[src/rtl/cosfr_pkg.sv]
// Package for the CAN-over-serial frame receiver.
// Holds the payload store geometry, framing constants, a reflected CRC-8 step (poly 0x31) and shared types.
// No dependencies.
package cosfr_pkg;

  localparam int PAYLOAD_DEPTH = 64;
  localparam int ADDR_W        = $clog2(PAYLOAD_DEPTH);
  localparam int CNT_W         = 7;
  localparam int LEN_W         = 6;

  localparam logic [7:0] PREFIX_BYTE = 8'hA5;
  localparam logic [7:0] CRC_INIT    = 8'hFF;
  localparam logic [7:0] CRC_POLY_R  = 8'h8C;

  localparam logic [CNT_W-1:0] HDR_PORT_POS  = CNT_W'(0);
  localparam logic [CNT_W-1:0] HDR_FLAGS_POS = CNT_W'(5);
  localparam logic [CNT_W-1:0] HDR_CRC_POS   = CNT_W'(6);

  localparam logic REG_FD_MASK      = 1'b0;
  localparam logic REG_CLASSIC_MASK = 1'b1;

  typedef enum logic [1:0] {
    PH_HUNT    = 2'd0,
    PH_HEADER  = 2'd1,
    PH_PAYLOAD = 2'd2
  } phase_e;

  typedef struct packed {
    logic              port;
    logic [31:0]       can_id;
    logic              ext;
    logic              fd;
    logic [LEN_W-1:0]  len;
  } frame_info_t;

  typedef struct packed {
    logic              we;
    logic [ADDR_W-1:0] addr;
    logic [7:0]        data;
  } ram_wr_t;

  typedef struct packed {
    logic              re;
    logic [ADDR_W-1:0] addr;
  } ram_rd_t;

  function automatic logic [7:0] crc8_step(input logic [7:0] crc, input logic [7:0] b);
    logic [7:0] c;
    c = crc ^ b;
    for (int i = 0; i < 8; i++) begin
      c = c[0] ? ((c >> 1) ^ CRC_POLY_R) : (c >> 1);
    end
    return c;
  endfunction

endpackage

[src/rtl/cosfr_ram.sv]
// Generic single-write, single-read RAM with a registered read port.
// No dependencies.
module cosfr_ram #(
  parameter int WIDTH = 8,
  parameter int DEPTH = 64,
  localparam int AW = $clog2(DEPTH)
) (
  input  logic             clk_i,
  input  logic             we_i,
  input  logic [AW-1:0]    waddr_i,
  input  logic [WIDTH-1:0] wdata_i,
  input  logic             re_i,
  input  logic [AW-1:0]    raddr_i,
  output logic [WIDTH-1:0] rdata_o
);

  logic [WIDTH-1:0] mem_q [DEPTH];
  logic [WIDTH-1:0] rdata_q;

  always_ff @(posedge clk_i) begin
    if (we_i) begin
      mem_q[waddr_i] <= wdata_i;
    end
    if (re_i) begin
      rdata_q <= mem_q[raddr_i];
    end
  end

  assign rdata_o = rdata_q;

endmodule

[src/rtl/cosfr_parser.sv]
// Byte parser: prefix hunt, header capture, CRC-8 checking (poly 0x31, init 0xFF) and payload writes to the store.
// Depends on cosfr_pkg.
module cosfr_parser
  import cosfr_pkg::*;
(
  input  logic        clk_i,
  input  logic        rst_ni,
  input  logic [7:0]  rx_byte_i,
  input  logic        in_accept_i,
  input  logic [1:0]  fd_mask_i,
  input  logic [1:0]  classic_mask_i,
  output ram_wr_t     ram_wr_o,
  output logic        frame_start_o,
  output frame_info_t frame_info_o
);

  phase_e           phase_q, phase_d;
  logic [CNT_W-1:0] cnt_q, cnt_d;
  logic [7:0]       crc_q, crc_d;
  logic             port_bit_q, port_bit_d;
  logic             port_bad_q, port_bad_d;
  logic [31:0]      id_q, id_d;
  logic [7:0]       flags_q, flags_d;

  logic [CNT_W-1:0] len_ext;
  logic [7:0]       crc_next;
  logic [1:0]       mask_sel;
  logic [1:0]       id_byte;
  logic             frame_ok;

  assign len_ext  = {1'b0, flags_q[LEN_W-1:0]};
  assign crc_next = crc8_step(crc_q, rx_byte_i);
  assign mask_sel = flags_q[7] ? fd_mask_i : classic_mask_i;
  assign id_byte  = cnt_q[1:0] - 2'd1;
  assign frame_ok = (rx_byte_i == crc_q) && !port_bad_q
                 && (len_ext <= CNT_W'(PAYLOAD_DEPTH)) && mask_sel[port_bit_q];

  always_comb begin
    phase_d = phase_q;
    if (in_accept_i) begin
      unique case (phase_q)
        PH_HUNT: begin
          if (rx_byte_i == PREFIX_BYTE) begin
            phase_d = PH_HEADER;
          end
        end
        PH_HEADER: begin
          if (cnt_q == HDR_CRC_POS) begin
            phase_d = (rx_byte_i == crc_q) ? PH_PAYLOAD : PH_HUNT;
          end
        end
        PH_PAYLOAD: begin
          if (cnt_q == len_ext) begin
            phase_d = PH_HUNT;
          end
        end
        default: phase_d = PH_HUNT;
      endcase
    end
  end

  always_comb begin
    cnt_d         = cnt_q;
    crc_d         = crc_q;
    port_bit_d    = port_bit_q;
    port_bad_d    = port_bad_q;
    id_d          = id_q;
    flags_d       = flags_q;
    ram_wr_o      = '{we: 1'b0, addr: cnt_q[ADDR_W-1:0], data: rx_byte_i};
    frame_start_o = 1'b0;
    if (in_accept_i) begin
      unique case (phase_q)
        PH_HUNT: begin
          if (rx_byte_i == PREFIX_BYTE) begin
            crc_d = crc8_step(CRC_INIT, rx_byte_i);
            cnt_d = '0;
          end
        end
        PH_HEADER: begin
          if (cnt_q == HDR_CRC_POS) begin
            cnt_d = '0;
            crc_d = (rx_byte_i == crc_q) ? crc_next : CRC_INIT;
          end else begin
            priority if (cnt_q == HDR_PORT_POS) begin
              port_bit_d = rx_byte_i[0];
              port_bad_d = |rx_byte_i[7:1];
            end else if (cnt_q == HDR_FLAGS_POS) begin
              flags_d = rx_byte_i;
            end else begin
              id_d[{id_byte, 3'b000} +: 8] = rx_byte_i;
            end
            crc_d = crc_next;
            cnt_d = cnt_q + CNT_W'(1);
          end
        end
        PH_PAYLOAD: begin
          if (cnt_q == len_ext) begin
            frame_start_o = frame_ok;
            cnt_d         = '0;
            crc_d         = CRC_INIT;
          end else begin
            ram_wr_o.we = (cnt_q < CNT_W'(PAYLOAD_DEPTH));
            crc_d       = crc_next;
            cnt_d       = cnt_q + CNT_W'(1);
          end
        end
        default: begin
          cnt_d = '0;
          crc_d = CRC_INIT;
        end
      endcase
    end
  end

  assign frame_info_o = '{port: port_bit_q, can_id: id_q, ext: flags_q[6], fd: flags_q[7],
                          len: flags_q[LEN_W-1:0]};

  always_ff @(posedge clk_i or negedge rst_ni) begin
    if (!rst_ni) begin
      phase_q <= PH_HUNT;
      cnt_q   <= '0;
      crc_q   <= CRC_INIT;
    end else begin
      phase_q <= phase_d;
      cnt_q   <= cnt_d;
      crc_q   <= crc_d;
    end
  end

  always_ff @(posedge clk_i) begin
    port_bit_q <= port_bit_d;
    port_bad_q <= port_bad_d;
    id_q       <= id_d;
    flags_q    <= flags_d;
  end

endmodule

[src/rtl/cosfr_drain.sv]
// Result drain: reads a delivered frame's payload from the store and emits one beat per byte (one zero beat if empty).
// Depends on cosfr_pkg.
module cosfr_drain
  import cosfr_pkg::*;
(
  input  logic             clk_i,
  input  logic             rst_ni,
  input  logic             frame_start_i,
  input  frame_info_t      frame_info_i,
  output ram_rd_t          ram_rd_o,
  input  logic [7:0]       ram_rdata_i,
  output logic             busy_o,
  output logic             out_valid_o,
  input  logic             out_stall_i,
  output frame_info_t      out_info_o,
  output logic [LEN_W-1:0] out_index_o,
  output logic [7:0]       out_data_o,
  output logic             out_last_o
);

  frame_info_t      info_q;
  logic             run_q, run_d;
  logic [LEN_W-1:0] k_q, k_d;
  logic             pend_q, pend_d;
  logic [LEN_W-1:0] pend_idx_q;
  logic             pend_last_q;
  logic             out_valid_q, out_valid_d;
  frame_info_t      out_info_q;
  logic [LEN_W-1:0] out_idx_q;
  logic [7:0]       out_data_q;
  logic             out_last_q;

  logic issue;
  logic load;
  logic k_last;

  assign load   = pend_q && (!out_valid_q || !out_stall_i);
  assign issue  = run_q && (!pend_q || load);
  assign k_last = (info_q.len == '0) || (k_q == info_q.len - LEN_W'(1));

  assign ram_rd_o = '{re: issue, addr: k_q[ADDR_W-1:0]};
  assign busy_o   = run_q || pend_q;

  always_comb begin
    run_d       = run_q;
    k_d         = k_q;
    pend_d      = pend_q;
    out_valid_d = out_valid_q;
    if (frame_start_i) begin
      run_d = 1'b1;
      k_d   = '0;
    end else if (issue) begin
      run_d = !k_last;
      k_d   = k_q + LEN_W'(1);
    end
    if (issue) begin
      pend_d = 1'b1;
    end else if (load) begin
      pend_d = 1'b0;
    end
    if (load) begin
      out_valid_d = 1'b1;
    end else if (out_valid_q && !out_stall_i) begin
      out_valid_d = 1'b0;
    end
  end

  always_ff @(posedge clk_i or negedge rst_ni) begin
    if (!rst_ni) begin
      run_q       <= 1'b0;
      k_q         <= '0;
      pend_q      <= 1'b0;
      out_valid_q <= 1'b0;
    end else begin
      run_q       <= run_d;
      k_q         <= k_d;
      pend_q      <= pend_d;
      out_valid_q <= out_valid_d;
    end
  end

  always_ff @(posedge clk_i) begin
    if (frame_start_i) begin
      info_q <= frame_info_i;
    end
    if (issue) begin
      pend_idx_q  <= k_q;
      pend_last_q <= k_last;
    end
    if (load) begin
      out_info_q <= info_q;
      out_idx_q  <= pend_idx_q;
      out_data_q <= (info_q.len == '0) ? 8'h00 : ram_rdata_i;
      out_last_q <= pend_last_q;
    end
  end

  assign out_valid_o = out_valid_q;
  assign out_info_o  = out_info_q;
  assign out_index_o = out_idx_q;
  assign out_data_o  = out_data_q;
  assign out_last_o  = out_last_q;

endmodule

[src/rtl/can_over_serial_frame_receiver.sv]
// Top level of the CAN-over-serial frame receiver: register port, parser, payload store, drain.
// Depends on cosfr_pkg, cosfr_parser, cosfr_ram and cosfr_drain.
//
//   channel | dir | handshake              | beat contents
//   --------+-----+------------------------+---------------------------------------------
//   input   | in  | in_valid_i/in_stall_o  | rx_byte_i
//   output  | out | out_valid_o/out_stall_i| can_port_o .. last_o, one payload byte
//   config  | in  | APB psel/penable/pready| fd_port_mask at 0x0, classic_port_mask at 0x4
//
// The input takes one serial byte per cycle while it is not stalled. The frame CRC byte of a delivered
// frame starts a drain of max(length, 1) beats, one per cycle from the store's read port while the output
// does not stall; the input is stalled until the last read has been issued and its data taken into the
// output stage.
// Reset clears the control state only; the store needs no clearing pass.
// A stall on the output holds the drain, and so the input as well while a frame is draining.
module can_over_serial_frame_receiver
  import cosfr_pkg::*;
(
  input  logic             clk_i,
  input  logic             rst_ni,
  input  logic             psel,
  input  logic             penable,
  input  logic             pwrite,
  input  logic [2:0]       paddr,
  input  logic [31:0]      pwdata,
  output logic [31:0]      prdata,
  output logic             pready,
  input  logic             in_valid_i,
  output logic             in_stall_o,
  input  logic [7:0]       rx_byte_i,
  output logic             out_valid_o,
  input  logic             out_stall_i,
  output logic             can_port_o,
  output logic [31:0]      can_id_o,
  output logic             extended_o,
  output logic             fd_frame_o,
  output logic [LEN_W-1:0] payload_length_o,
  output logic [LEN_W-1:0] byte_index_o,
  output logic [7:0]       data_byte_o,
  output logic             last_o
);

  logic [1:0]  fd_mask_q, fd_mask_d;
  logic [1:0]  classic_mask_q, classic_mask_d;
  logic        cfg_write;
  logic        in_accept;
  logic        drain_busy;
  logic        frame_start;
  frame_info_t frame_info;
  frame_info_t out_info;
  ram_wr_t     ram_wr;
  ram_rd_t     ram_rd;
  logic [7:0]  ram_rdata;

  assign pready    = 1'b1;
  assign cfg_write = psel && penable && pwrite && pready;

  always_comb begin
    fd_mask_d      = fd_mask_q;
    classic_mask_d = classic_mask_q;
    if (cfg_write) begin
      unique case (paddr[2])
        REG_FD_MASK:      fd_mask_d      = pwdata[1:0];
        REG_CLASSIC_MASK: classic_mask_d = pwdata[1:0];
        default:          fd_mask_d      = fd_mask_q;
      endcase
    end
  end

  always_comb begin
    unique case (paddr[2])
      REG_FD_MASK:      prdata = {30'd0, fd_mask_q};
      REG_CLASSIC_MASK: prdata = {30'd0, classic_mask_q};
      default:          prdata = '0;
    endcase
  end

  always_ff @(posedge clk_i or negedge rst_ni) begin
    if (!rst_ni) begin
      fd_mask_q      <= '0;
      classic_mask_q <= '0;
    end else begin
      fd_mask_q      <= fd_mask_d;
      classic_mask_q <= classic_mask_d;
    end
  end

  assign in_stall_o = drain_busy;
  assign in_accept  = in_valid_i && !in_stall_o;

  cosfr_parser u_parser (
    .clk_i          (clk_i),
    .rst_ni         (rst_ni),
    .rx_byte_i      (rx_byte_i),
    .in_accept_i    (in_accept),
    .fd_mask_i      (fd_mask_q),
    .classic_mask_i (classic_mask_q),
    .ram_wr_o       (ram_wr),
    .frame_start_o  (frame_start),
    .frame_info_o   (frame_info)
  );

  cosfr_ram #(
    .WIDTH (8),
    .DEPTH (PAYLOAD_DEPTH)
  ) u_store (
    .clk_i   (clk_i),
    .we_i    (ram_wr.we),
    .waddr_i (ram_wr.addr),
    .wdata_i (ram_wr.data),
    .re_i    (ram_rd.re),
    .raddr_i (ram_rd.addr),
    .rdata_o (ram_rdata)
  );

  cosfr_drain u_drain (
    .clk_i         (clk_i),
    .rst_ni        (rst_ni),
    .frame_start_i (frame_start),
    .frame_info_i  (frame_info),
    .ram_rd_o      (ram_rd),
    .ram_rdata_i   (ram_rdata),
    .busy_o        (drain_busy),
    .out_valid_o   (out_valid_o),
    .out_stall_i   (out_stall_i),
    .out_info_o    (out_info),
    .out_index_o   (byte_index_o),
    .out_data_o    (data_byte_o),
    .out_last_o    (last_o)
  );

  assign can_port_o       = out_info.port;
  assign can_id_o         = out_info.can_id;
  assign extended_o       = out_info.ext;
  assign fd_frame_o       = out_info.fd;
  assign payload_length_o = out_info.len;

  a_no_write_while_draining: assert property (@(posedge clk_i) disable iff (!rst_ni)
    ram_wr.we |-> !drain_busy)
    else $error("payload store written while a frame is draining");

  a_start_when_idle: assert property (@(posedge clk_i) disable iff (!rst_ni)
    frame_start |=> drain_busy)
    else $error("drain did not start after a delivered frame");

  a_index_in_range: assert property (@(posedge clk_i) disable iff (!rst_ni)
    (out_valid_o && payload_length_o != '0) |-> (byte_index_o < payload_length_o))
    else $error("byte index beyond payload length");

  a_last_position: assert property (@(posedge clk_i) disable iff (!rst_ni)
    (out_valid_o && last_o && payload_length_o != '0)
      |-> (byte_index_o == payload_length_o - LEN_W'(1)))
    else $error("last beat not on the final payload byte");

endmodule

[config.mk]
export PLATFORM = sky130hd
export DESIGN_NAME = can_over_serial_frame_receiver
export DESIGN_NICKNAME = d
export VERILOG_FILES = /design/src/rtl/cosfr_pkg.sv /design/src/rtl/cosfr_ram.sv /design/src/rtl/cosfr_parser.sv /design/src/rtl/cosfr_drain.sv /design/src/rtl/can_over_serial_frame_receiver.sv
export SDC_FILE = /design/constraint.sdc
export NUM_CORES = 1
export LEC_CHECK = 0
export ABC_CLOCK_PERIOD_IN_PS = 7100
export BUFFER_PORTS_ARGS = -buffer_cell sky130_fd_sc_hd__buf_2
export CAP_MARGIN = 20
export CORE_ASPECT_RATIO = 1.75
export CORE_UTILIZATION = 61
export DETAILED_ROUTE_END_ITERATION = 10
export GPL_ROUTABILITY_DRIVEN = 0
export PLACE_DENSITY = 0.79
export SYNTH_ARGS = -nofsm -noshare
export SYNTH_HDL_FRONTEND = slang
export SYNTH_SLANG_ARGS = --single-unit
[constraint.sdc]
create_clock -name clk_i -period 7.1 [get_ports clk_i]
set_input_delay 0.355 -clock clk_i [delete_from_list [all_inputs] [get_ports clk_i]]
set_output_delay 0.355 -clock clk_i [all_outputs]
set_load 0.005 [all_outputs]
==> key figures, run 1 <==
Yosys
  – Post-synth EDFFs: 666
  – Simple-gate area share of the yosys netlist: 4.86%
  – Synth area leader: edfxtp_1
  – Largest family of logic cells by synthesized area: multiplexers
  – Post-synthesis compound-gate area fraction: 3.75%
  – Top cell type's share of synthesized area: 73.2%
  – Primary FF master, synth: edfxtp_1
  – Post-Synth XOR/XNOR Area: 1.42%
  – Sequential cell area fraction in the yosys report: 76.0%
  – Number of synthesized register bits: 696
  – Syn Std Cell Area: 0.0273 mm2
  – Count leader, synth: edfxtp_1
  – Synth area leaders: edfxtp_1 73%, mux4_2 11%, dfrtp_1 2.0%
  – Distinct cells, synth: 59
  – Post-synth top cells: 666 x edfxtp_1, 129 x mux4_2, 81 x nor2_1, 64 x a22oi_1, 50 x and2_1
  – Yosys warning count: 0
  – Synthesized instance count: 1,403
  – Post-synthesis adder-cell area fraction: 0.596%
  – Async SR Flop Fraction: 4.31%
  – Multiplexer area fraction after synthesis: 11.1%
  – Post-Syn Area per Cell: 19.5 um2

STA
  – Part of the cycle the worst path needs: 51.6%
  – Fin. max-slew vios: 0
  – Slew headroom: 29.6%
  – Final worst slack: 3.44 ns
  – Min cycle time layout: 3.66 ns
  – Hold Vio Cnt, Final: 0
  – RSZ-0062 raised after global routing: no
  – Slew @ Worst Pin: 1.06 ns
  – Fmax: 0.273 GHz
  – Post-route setup TNS: 0 ns
  – Worst Skew: 0.0161 ns
  – Final setup fails: 0
  – Worst hold slack: 0.0152 ns

Setup path
  – CP Max Fanout: 20
  – Critical Path AT: 3.88 ns
  – Crit Path Category: reg -> reg
  – Critical Path End Type: register
  – Kind of launch point of the worst setup path: register
  – CP required: 7.32 ns

Floorplan
  – Die area: 0.0457 mm2
  – Core area: 0.0442 mm2
  – Initial Utilization: 61.8%
  – Row cnt: 102
  – Die X: 162 um
  – Die height: 282 um
  – Top Ports: 141

Drt
  – Routed Wire Length: 59,700 um
  – Post-DRT Antenna Nets: 0
  – Initial DRT Pass Iterations: 8
  – DR WL/cell: 28.4 um
  – 1st-iter DRT viols: 1,389
  – Routed via count: 13,586
  – Vias per inst: 6.45
  – DRC violations left: 0

Global route
  – GR Overflow Total: 0
  – GRT Util Overall: 26.7%
  – First-pass GRT wire length: 87,500 um
  – Initial antenna violation count: 3
  – Largest net degree at the start of global routing: 83
  – Number of global-route vias before repair: 13,997

Clock network
  – Root Buffer: clkbuf_16
  – Hold buffer count at cts: 1
  – Clk_lat worst skew: 0.60 ns
  – Clk sink count: 696
  – CTS tree: done
  – Clock slew at reported path FFs: 0.07 ns
  – CTS buffer count: 55
  – Clock Tree Buf Depth: 3
  – Cts repair resizes: 0
  – Post-CTS setup buffers: 0
  – Htree depth: 2

Worst hold path
  – Worst min-delay path class: in -> reg

Pwr
  – Total chip power: 8.56 mW
  – Maximum vdd drop: 0.222 mV
  – Power per Cell Area: 285 mW/mm2
  – P_leak: 9.53 nW

Final layout
  – Nets: 1,551
  – Post-layout util: 67.9%
  – Synthesis-to-finish area growth: 9.83%
  – Layout cell share with drive strength beyond 1: 22.5%
  – Fillers: 2,660

Placement
  – DP Worst Slack: 3.48 ns
  – Post-DP HPWL: 37,100 um
  – PortBufs: 77

Run
  – Max_cap viols: 0

Run status
  – Status: finished clean
worst max-delay path: stages (launching register included):
cell and delay [ns]:
dfrtp_1 1.03, xor2_1 0.21, or4_4 0.19, or2_2 0.22, nand4_2 0.64, nor2_1 0.99
worst paths after layout:
| kind | startpoint | end | slack, ns | cells past startpoint |
|---|---|---|---|---|
| setup / recovery | u_parser.cnt_q[5] | u_store.mem_q[36][7] | 3.44 | 5 |
| hold / removal | pwdata[1] | fd_mask_q[1] | 0.02 | 2 |
| setup reg to reg | u_parser.cnt_q[5] | u_store.mem_q[36][7] | 3.44 | 5 |
| hold reg to reg | u_drain.info_q[31] | u_drain.out_info_o[31] | 0.41 | 0 |
| max in group asynchronous | rst_ni | u_drain.k_q[1] | 6.15 | 2 |
| min in group asynchronous | rst_ni | classic_mask_q[0] | 0.39 | 2 |
cell type report:
type	count	area, um2	share of cell area [%]
Sequential cell	696	20800	69.2
Multi-Input combinational cell	623	6080	20.3
Clock buffer	72	1500	5.01
Tap cell	572	716	2.39
Timing Repair Buffer	103	609	2.03
Clock inverter	29	285	0.951
Inverter	9	33.8	0.113
Antenna cell	1	2.50	0.00834
logic make-up after synthesis:
| logic type | after synthesis |
|---|---|
| AO/OA/AOI/OAI | 147 |
| XOR/XNOR | 41 |
| AND/OR/NAND/NOR | 251 |
| other | 2 |
| flip-flops | 696 |
| adder cells (fa/ha/maj) | 13 |
| multiplexers | 140 |
| buffers and inverters | 113 |
report_power, final:
part / internal [mW] / switching, mW / leakage, nW / total [mW]
registers: 4.59 / 0.104 / 6.39 / 4.69
logic: 0.297 / 0.500 / 2.27 / 0.796
clock network: 1.68 / 1.39 / 0.872 / 3.07
flip-flops by register name (all words and copies together) (netlist names):
signal,count
u_drain.out_valid_o,1
u_drain.pend_last_q,1
u_parser.port_bad_q,1
u_drain.out_info_o,41
u_drain.out_last_o,1
u_parser.port_bit_q,1
u_drain.info_q,41
u_parser.cnt_q,7
u_parser.flags_q,8
u_drain.k_q,6
u_drain.out_index_o,6
fd_mask_q,2
u_store.mem_q,512
u_parser.crc_q,8
classic_mask_q,2
u_parser.phase_q,2
u_drain.run_q,1
u_drain.pend_idx_q,6
u_drain.pend_q,1
u_drain.out_data_o,8
u_parser.id_q,32
u_store.rdata_o,8
layer usage:
metal	up-vias	GRT usage, %	wire [um]
li1	5751	-	-
met1	6893	30.8	19800
met2	755	47.5	31700
met3	187	3.65	4210
met4	0	15.9	4010
met5	-	0	0
layout by cell type (no fill, tap or decap), types with 4 or more instances in the layout:
cell       instances
a21boi_0           6
a21oi_1           35
a22oi_1           64
and2_1            50
buf_2             78
buf_4             20
bufinv_16          5
clkbuf_1          13
clkbuf_16         57
clkinv_1          10
clkinv_2           9
conb_1            31
dfrtp_1           20
dfstp_2            8
edfxtp_1         666
ha_1              13
inv_1              9
mux2_2             8
mux4_2           129
nand2_1           29
nand2b_1           5
nand3_1           20
nand4_1            7
nor2_1            80
nor3_1             9
nor3b_1            6
nor4_1             4
o211ai_1           4
o21ai_0            4
o221ai_1           4
o22ai_1            4
or4_1             13
xnor2_1           17
xor2_1            22
per-stage QoR:
stage                     instance area [um2]  cells
after global placement                  28200   1999
after floorplan                         27400   1432
after CTS                               30000   2101
after global routing                    30000   2104
final                                   30000   2105
after detailed placement                28200   1999
Power figures use the tool's default switching activity.
==> run 2: changes to the inputs <==
--- a/config.mk
+++ b/config.mk
@@ -5,7 +5,7 @@
 export SDC_FILE = /design/constraint.sdc
 export NUM_CORES = 1
 export LEC_CHECK = 0
-export ABC_CLOCK_PERIOD_IN_PS = 7100
+export ABC_CLOCK_PERIOD_IN_PS = 3500
 export BUFFER_PORTS_ARGS = -buffer_cell sky130_fd_sc_hd__buf_2
 export CAP_MARGIN = 20
 export CORE_ASPECT_RATIO = 1.75
==> constraint.sdc (replaced) <==
create_clock -name clk_i -period 3.5 [get_ports clk_i]
set_input_delay 0.175 -clock clk_i [delete_from_list [all_inputs] [get_ports clk_i]]
set_output_delay 0.175 -clock clk_i [all_outputs]
set_load 0.005 [all_outputs]
==> run 2 against run 1 <==
Effect of this change: wire length grew 2.0%; maximum frequency rose by 23%; total power increased by 100%; cell count grew 2.6%; critical path type unchanged.
==> key figures, run 2 (synthesis gave the netlist of run 1 again) <==
Setup path
  – Critical Path End Type: register (unchanged)
  – Crit Path Category: reg -> reg (unchanged)
  – Buffers and inverters on the worst path: 2 (was 0)
  – Worst-path cell chain: xnor2_1, nand3_1, nor2_1, or4_1, buf_4, buf_12, nor2_1 (was xor2_1, or4_4, or2_2, nand4_2, nor2_1)
  – Critical path's most frequent cell: nor2_1
  – CP delay by family, top: simple AND/OR/NAND/NOR gates (unchanged)
  – Critical Path AT: 3.19 ns (was 3.88 ns)
  – Max incr delay on CP: 0.63 ns (was 1.03 ns)
  – Kind of launch point of the worst setup path: register (unchanged)
  – CP required: 3.72 ns (was 7.32 ns)
  – CP Max Fanout: 10 (was 20)
  – Slowest library cell on the worst path: or4_1 (was dfrtp_1)

Final layout
  – Largest Register: u_store.mem_q (unchanged)
  – Nets: 1,605 (was 1,551)
  – Fillers: 2,661 (was 2,660)
  – Most frequent cells in the layout: 666 x edfxtp_1, 129 x mux4_2, 80 x nor2_1, 78 x buf_2, 64 x a22oi_1 (unchanged)
  – Max reg flops: 512 (unchanged)
  – Layout cell share with drive strength beyond 1: 25.0% (was 22.5%)
  – Commonest non-fill, non-tap cell in the layout: edfxtp_1 (unchanged)
  – Synthesis-to-finish area growth: 11.5% (was 9.83%)
  – # diodes: 0 (was 1)

STA
  – Worst Skew: 0.0242 ns (was 0.0161 ns)
  – Slew @ Worst Pin: 1.09 ns (was 1.06 ns)
  – Slew headroom: 27.4% (was 29.6%)
  – Fmax: 0.337 GHz (was 0.273 GHz)
  – Part of the cycle the worst path needs: 84.9% (was 51.6%)
  – Final setup fails: 0 (unchanged)
  – RSZ-0062 raised after global routing: no (unchanged)
  – Min cycle time layout: 2.97 ns (was 3.66 ns)
  – Hold Vio Cnt, Final: 0 (unchanged)
  – Post-route setup TNS: 0 ns (unchanged)
  – Fin. max-slew vios: 0 (unchanged)
  – Final worst slack: 0.528 ns (was 3.44 ns)

Pwr
  – Clock power share: 35.0% (was 35.9%)
  – Reg power frac: 54.6% (was 54.8%)
  – Internal: 13.2 mW (was 6.56 mW)
  – Switching portion of total power: 23.5% (was 23.3%)
  – P_sw: 4.06 mW (was 2.00 mW)
  – Power per Cell Area: 568 mW/mm2 (was 285 mW/mm2)
  – P_leak: 9.82 nW (was 9.53 nW)
  – Part of the power in combinational logic: 10.4% (was 9.3%)
  – Maximum vdd drop: 0.416 mV (was 0.222 mV)

Clock network
  – Htree depth: 2 (unchanged)
  – Cts repair resizes: 0 (unchanged)
  – CTS buffer count: 56 (was 55)
  – CTS tree: done (unchanged)
  – Post-CTS setup buffers: 0 (unchanged)
  – Clk_lat worst skew: 0.60 ns (about the same)
  – Root Buffer: clkbuf_16 (unchanged)
  – Clock slew at reported path FFs: 0.07 ns (about the same)
  – Clk sink count: 696 (unchanged)
  – Clock Tree Buf Depth: 3 (unchanged)

Run status
  – Status: finished clean (unchanged)

Floorplan
  – Die X: 162 um (unchanged)
  – Top Ports: 141 (unchanged)
  – Die area: 0.0457 mm2 (unchanged)
  – Initial Utilization: 61.8% (unchanged)
  – Die height: 282 um (unchanged)
  – Row cnt: 102 (unchanged)
  – Core area: 0.0442 mm2 (unchanged)

Drt
  – DR WL/cell: 28.2 um (was 28.4 um)
  – Initial DRT Pass Iterations: 8 (unchanged)
  – Routed Wire Length: 60,900 um (was 59,700 um)
  – Vias per inst: 6.38 (was 6.45)
  – Post-DRT Antenna Nets: 0 (unchanged)
  – DRC violations left: 0 (unchanged)
  – Routed via count: 13,783 (was 13,586)
  – 1st-iter DRT viols: 1,306 (was 1,389)

Global route
  – GRT Util Overall: 27.4% (was 26.7%)
  – First-pass GRT wire length: 88,900 um (was 87,500 um)
  – GR Overflow Total: 0 (unchanged)
  – Met2 global-route usage: 51.0% (was 47.5%)
  – Most used routing layer: met2 (unchanged)
  – Largest net degree at the start of global routing: 71 (was 83)
  – Grt met3 use: 3.87% (was 3.65%)
  – Initial antenna violation count: 4 (was 3)
  – Met1 Use GR: 28.8% (was 30.8%)
  – Number of global-route vias before repair: 14,510 (was 13,997)

Placement
  – DP Worst Slack: 0.465 ns (was 3.48 ns)
  – Post-DP HPWL: 38,500 um (was 37,100 um)
  – PortBufs: 77 (unchanged)

Run
  – Max_cap viols: 0 (unchanged)

Worst hold path
  – Worst min-delay path class: in -> reg (unchanged)
[run 2: worst paths after layout]
check                                        from                    to  slack (ns)  cells after the start
worst max-delay path            u_parser.cnt_q[2]  u_store.mem_q[46][5]        0.53                      7
worst min-delay path                      penable          fd_mask_q[1]        0.02                      3
worst max register to register  u_parser.cnt_q[2]  u_store.mem_q[46][5]        0.53                      7
worst min register to register  u_parser.id_q[20]    u_drain.info_q[28]        0.41                      0
max in group asynchronous                  rst_ni        u_drain.k_q[0]        2.71                      2
min in group asynchronous                  rst_ni          fd_mask_q[0]        0.21                      2
[run 2: worst min-delay path: cells and delay by family]
family | cells | cell delay, ns
buffers and inverters | 1 | 0.11
multiplexers | 1 | 0.16
AND/OR/NAND/NOR | 1 | 0.13
[run 2: routing by layer]
metal  vias to the layer above  part of all wire [%]
met5                         -                 0.071
met4                         6                   6.5
met3                       194                   6.7
met2                       772                    55
met1                      6949                    31
li1                       5862                     -
[run 2: final cells by class]
cell class              instances  area (um2)  share of cell area, %
clock buffers                  69        1480                   4.87
inverters                       9        33.8                  0.111
clock inverters                34         268                  0.879
multi-input cells             623        6080                   20.0
well taps                     572         716                   2.35
repair buffers                156        1100                   3.62
flip-flops and latches        696       20800                   68.2
[run 2: power by group through the flow]
stage	clock [mW]	combinational, mW	sequential [mW]
4_1_cts	6.10	1.78	9.44
2_1_floorplan	0	1.21	9.57
3_5_place_dp	0	1.75	9.61
6_report	6.04	1.80	9.44
5_1_grt	6.38	1.94	9.45
3_3_place_gp	0	1.66	9.60
[run 2: timing repair]
action	4_1_cts	5_1_grt
hold buffers	6	0
endpoints found under the setup margin	0	0
endpoints found under the hold margin	32	0
[run 2: metrics by stage]
step / hold slack (ns) / instances / cell area, um2 / power, mW / util, %
finish: 0.0218 / 2159 / 30400 / 17.3 / 69.0
global route: 0.0135 / 2159 / 30400 / 17.8 / 69.0
CTS: 0.000977 / 2158 / 30400 / 17.3 / 68.9
detailed placement: 0.284 / 2049 / 28600 / 11.4 / 64.8
global placement: 0.273 / 2049 / 28600 / 11.3 / 64.8
floorplan: -0.121 / 1432 / 27400 / 10.8 / -
==> run 3: changes to the inputs <==
--- a/config.mk
+++ b/config.mk
@@ -5,7 +5,7 @@
 export SDC_FILE = /design/constraint.sdc
 export NUM_CORES = 1
 export LEC_CHECK = 0
-export ABC_CLOCK_PERIOD_IN_PS = 3500
+export ABC_CLOCK_PERIOD_IN_PS = 3110
 export BUFFER_PORTS_ARGS = -buffer_cell sky130_fd_sc_hd__buf_2
 export CAP_MARGIN = 20
 export CORE_ASPECT_RATIO = 1.75
==> constraint.sdc (replaced) <==
create_clock -name clk_i -period 3.11 [get_ports clk_i]
set_input_delay 0.1555 -clock clk_i [delete_from_list [all_inputs] [get_ports clk_i]]
set_output_delay 0.1555 -clock clk_i [all_outputs]
set_load 0.005 [all_outputs]
==> run 3 against run 2 <==
Effect of this change: cell count rose by 0.93%; highest routed layer unchanged; total power increased by 16%; via count up 3.4%; sequential power increased by 12%; clock-buffer cell count is 1 higher; non-clock buffer count grew 18; setup slack worse by 0.36 ns; critical endpoint is now u_store.mem_q[52][2].
==> key figures, run 3 (synthesis gave the netlist of run 1 again) <==
Run status
  – Status: finished clean (unchanged)

Setup path
  – Critical path's most frequent cell: nor2_1 (unchanged)
  – Critical Path AT: 3.17 ns (was 3.19 ns)
  – Kind of launch point of the worst setup path: register (unchanged)
  – Slowest library cell on the worst path: nor2_1 (was or4_1)
  – Crit Path Category: reg -> reg (unchanged)
  – Critical Path End Type: register (unchanged)
  – CP required: 3.34 ns (was 3.72 ns)
  – Buffers and inverters on the worst path: 0 (was 2)
  – Worst-path cell chain: or2_2, nor2_1, nand4_2, nor2_1 (was xnor2_1, nand3_1, nor2_1, or4_1, buf_4, buf_12, nor2_1)
  – Max incr delay on CP: 0.90 ns (was 0.63 ns)
  – CP delay by family, top: simple AND/OR/NAND/NOR gates (unchanged)
  – CP Max Fanout: 13 (was 10)

STA
  – Worst hold slack: 0.0287 ns (was 0.0218 ns)
  – Worst Skew: 0.0173 ns (was 0.0242 ns)
  – Fmax: 0.340 GHz (was 0.337 GHz)
  – Hold Vio Cnt, Final: 0 (unchanged)
  – Slew @ Worst Pin: 1.01 ns (was 1.09 ns)
  – Slew headroom: 32.6% (was 27.4%)
  – Fin. max-slew vios: 0 (unchanged)
  – Post-route setup TNS: 0 ns (unchanged)
  – Final worst slack: 0.167 ns (was 0.528 ns)
  – Part of the cycle the worst path needs: 94.6% (was 84.9%)
  – RSZ-0062 raised after global routing: no (unchanged)
  – Final setup fails: 0 (unchanged)
  – Min cycle time layout: 2.94 ns (was 2.97 ns)

Worst hold path
  – Worst min-delay path class: in -> reg (unchanged)

Final layout
  – Max reg flops: 512 (unchanged)
  – Nets: 1,623 (was 1,605)
  – Non-filler instance count after layout: 2,179 (was 2,159)
  – Synthesis-to-finish area growth: 12.5% (was 11.5%)
  – Post-layout util: 69.6% (was 69.0%)
  – Footprint of the multi-input gates: 0.00607 mm2 (was 0.00608 mm2)
  – Fillers: 2,570 (was 2,661)
  – Layout cell share with drive strength beyond 1: 25.7% (was 25.0%)
  – Most frequent cells in the layout: 666 x edfxtp_1, 129 x mux4_2, 80 x nor2_1, 78 x buf_2, 75 x buf_4 (was 666 x edfxtp_1, 129 x mux4_2, 80 x nor2_1, 78 x buf_2, 64 x a22oi_1)
  – Commonest non-fill, non-tap cell in the layout: edfxtp_1 (unchanged)
  – Largest Register: u_store.mem_q (unchanged)
  – Register Area: 0.0208 mm2 (unchanged)

Clock network
  – CTS tree: done (unchanged)
  – Clock slew at reported path FFs: 0.07 ns (about the same)
  – Root Buffer: clkbuf_16 (unchanged)
  – CTS buffer count: 56 (unchanged)
  – Clock Tree Buf Depth: 3 (unchanged)
  – Clk sink count: 696 (unchanged)
  – Htree depth: 2 (unchanged)
  – Clk_lat worst skew: 0.61 ns (was 0.60 ns)

Pwr
  – Maximum vdd drop: 0.557 mV (was 0.416 mV)
  – Power per Cell Area: 651 mW/mm2 (was 568 mW/mm2)
  – P_leak: 9.96 nW (was 9.82 nW)

Floorplan
  – Row cnt: 102 (unchanged)
  – Initial Utilization: 61.8% (unchanged)
  – Top Ports: 141 (unchanged)
  – Die area: 0.0457 mm2 (unchanged)
  – Die X: 162 um (unchanged)
  – Core area: 0.0442 mm2 (unchanged)
  – Die height: 282 um (unchanged)

Global route
  – GRT Util Overall: 29.0% (was 27.4%)
  – Number of global-route vias before repair: 14,717 (was 14,510)
  – Initial antenna violation count: 3 (was 4)
  – Largest net degree at the start of global routing: 71 (unchanged)
  – First-pass GRT wire length: 93,900 um (was 88,900 um)
  – GR Overflow Total: 0 (unchanged)

Placement
  – Post-DP HPWL: 40,200 um (was 38,500 um)
  – DP Worst Slack: 0.276 ns (was 0.465 ns)
  – Dpl cells: 2,063 (was 2,049)
  – PortBufs: 77 (unchanged)

Drt
  – DR WL/cell: 29.5 um (was 28.2 um)
  – Vias per inst: 6.54 (was 6.38)
  – Initial DRT Pass Iterations: 6 (was 8)
  – Routed via count: 14,250 (was 13,783)
  – Routed Wire Length: 64,300 um (was 60,900 um)
  – Post-DRT Antenna Nets: 0 (unchanged)
  – 1st-iter DRT viols: 1,487 (was 1,306)
  – DRC violations left: 0 (unchanged)

Run
  – Max_cap viols: 0 (unchanged)
==> run 3: changes by cell type in the layout (fill, tap and decap cells not counted), sizes merged <==
cell | before | now
diode | 0 | 2
clkinvlp | 1 | 2
bufinv | 3 | 7
buf | 150 | 163
clkbuf | 69 | 70
clkinv | 28 | 22
dlygate4sd3 | 6 | 11
==> run 3: report_power, final <==
group	switching (mW)	internal, mW	total (mW)
clock	3.20	4.05	7.25
combinational	1.31	0.809	2.12
sequential	0.149	10.5	10.6
==> run 3: final timing paths <==
path	start	to	slack (ns)	depth (start not counted)
setup / recovery	u_drain.pend_q	u_store.mem_q[52][2]	0.17	4
hold / removal	rx_byte_i[4]	u_store.mem_q[0][4]	0.03	1
setup reg to reg	u_drain.pend_q	u_store.mem_q[52][2]	0.17	4
hold reg to reg	u_drain.info_q[19]	u_drain.out_info_o[19]	0.42	0
max in group asynchronous	rst_ni	u_drain.k_q[1]	2.38	2
min in group asynchronous	rst_ni	classic_mask_q[0]	0.16	2
==> run 3: per-stage QoR <==
step	power (mW)	area (um2)
after floorplan	12.1	27400
after global placement	12.7	28700
after detailed placement	12.9	28700
after CTS	20.0	30700
after global routing	20.5	30700
final	20.0	30700
==> run 3: final cells by class <==
cell class / count / share of cell area (%)
clock buffers: 70 / 4.93
clock inverters: 33 / 1.16
flip-flops and latches: 696 / 67.6
well taps: 572 / 2.33
repair buffers: 174 / 4.11
diodes: 2 / 0.0163
inverters: 9 / 0.110
multi-input cells: 623 / 19.8
==> run 3: layer usage <==
layer / vias up / GRT usage [%] / part of all wire (%)
met4: 4 / 17.8 / 7.1
met3: 226 / 3.97 / 6.0
li1: 5906 / - / -
met2: 795 / 53.6 / 55
met5: - / 0 / 0.031
met1: 7319 / 31.2 / 32
==> run 3: repair_timing <==
action | in CTS | in global routing
endpoints found under the hold margin | 32 | 0
gates resized for setup | 0 | 0
hold buffers | 11 | 0
buffers inserted | 0 | 0
setup endpoints to repair | 0 | 0
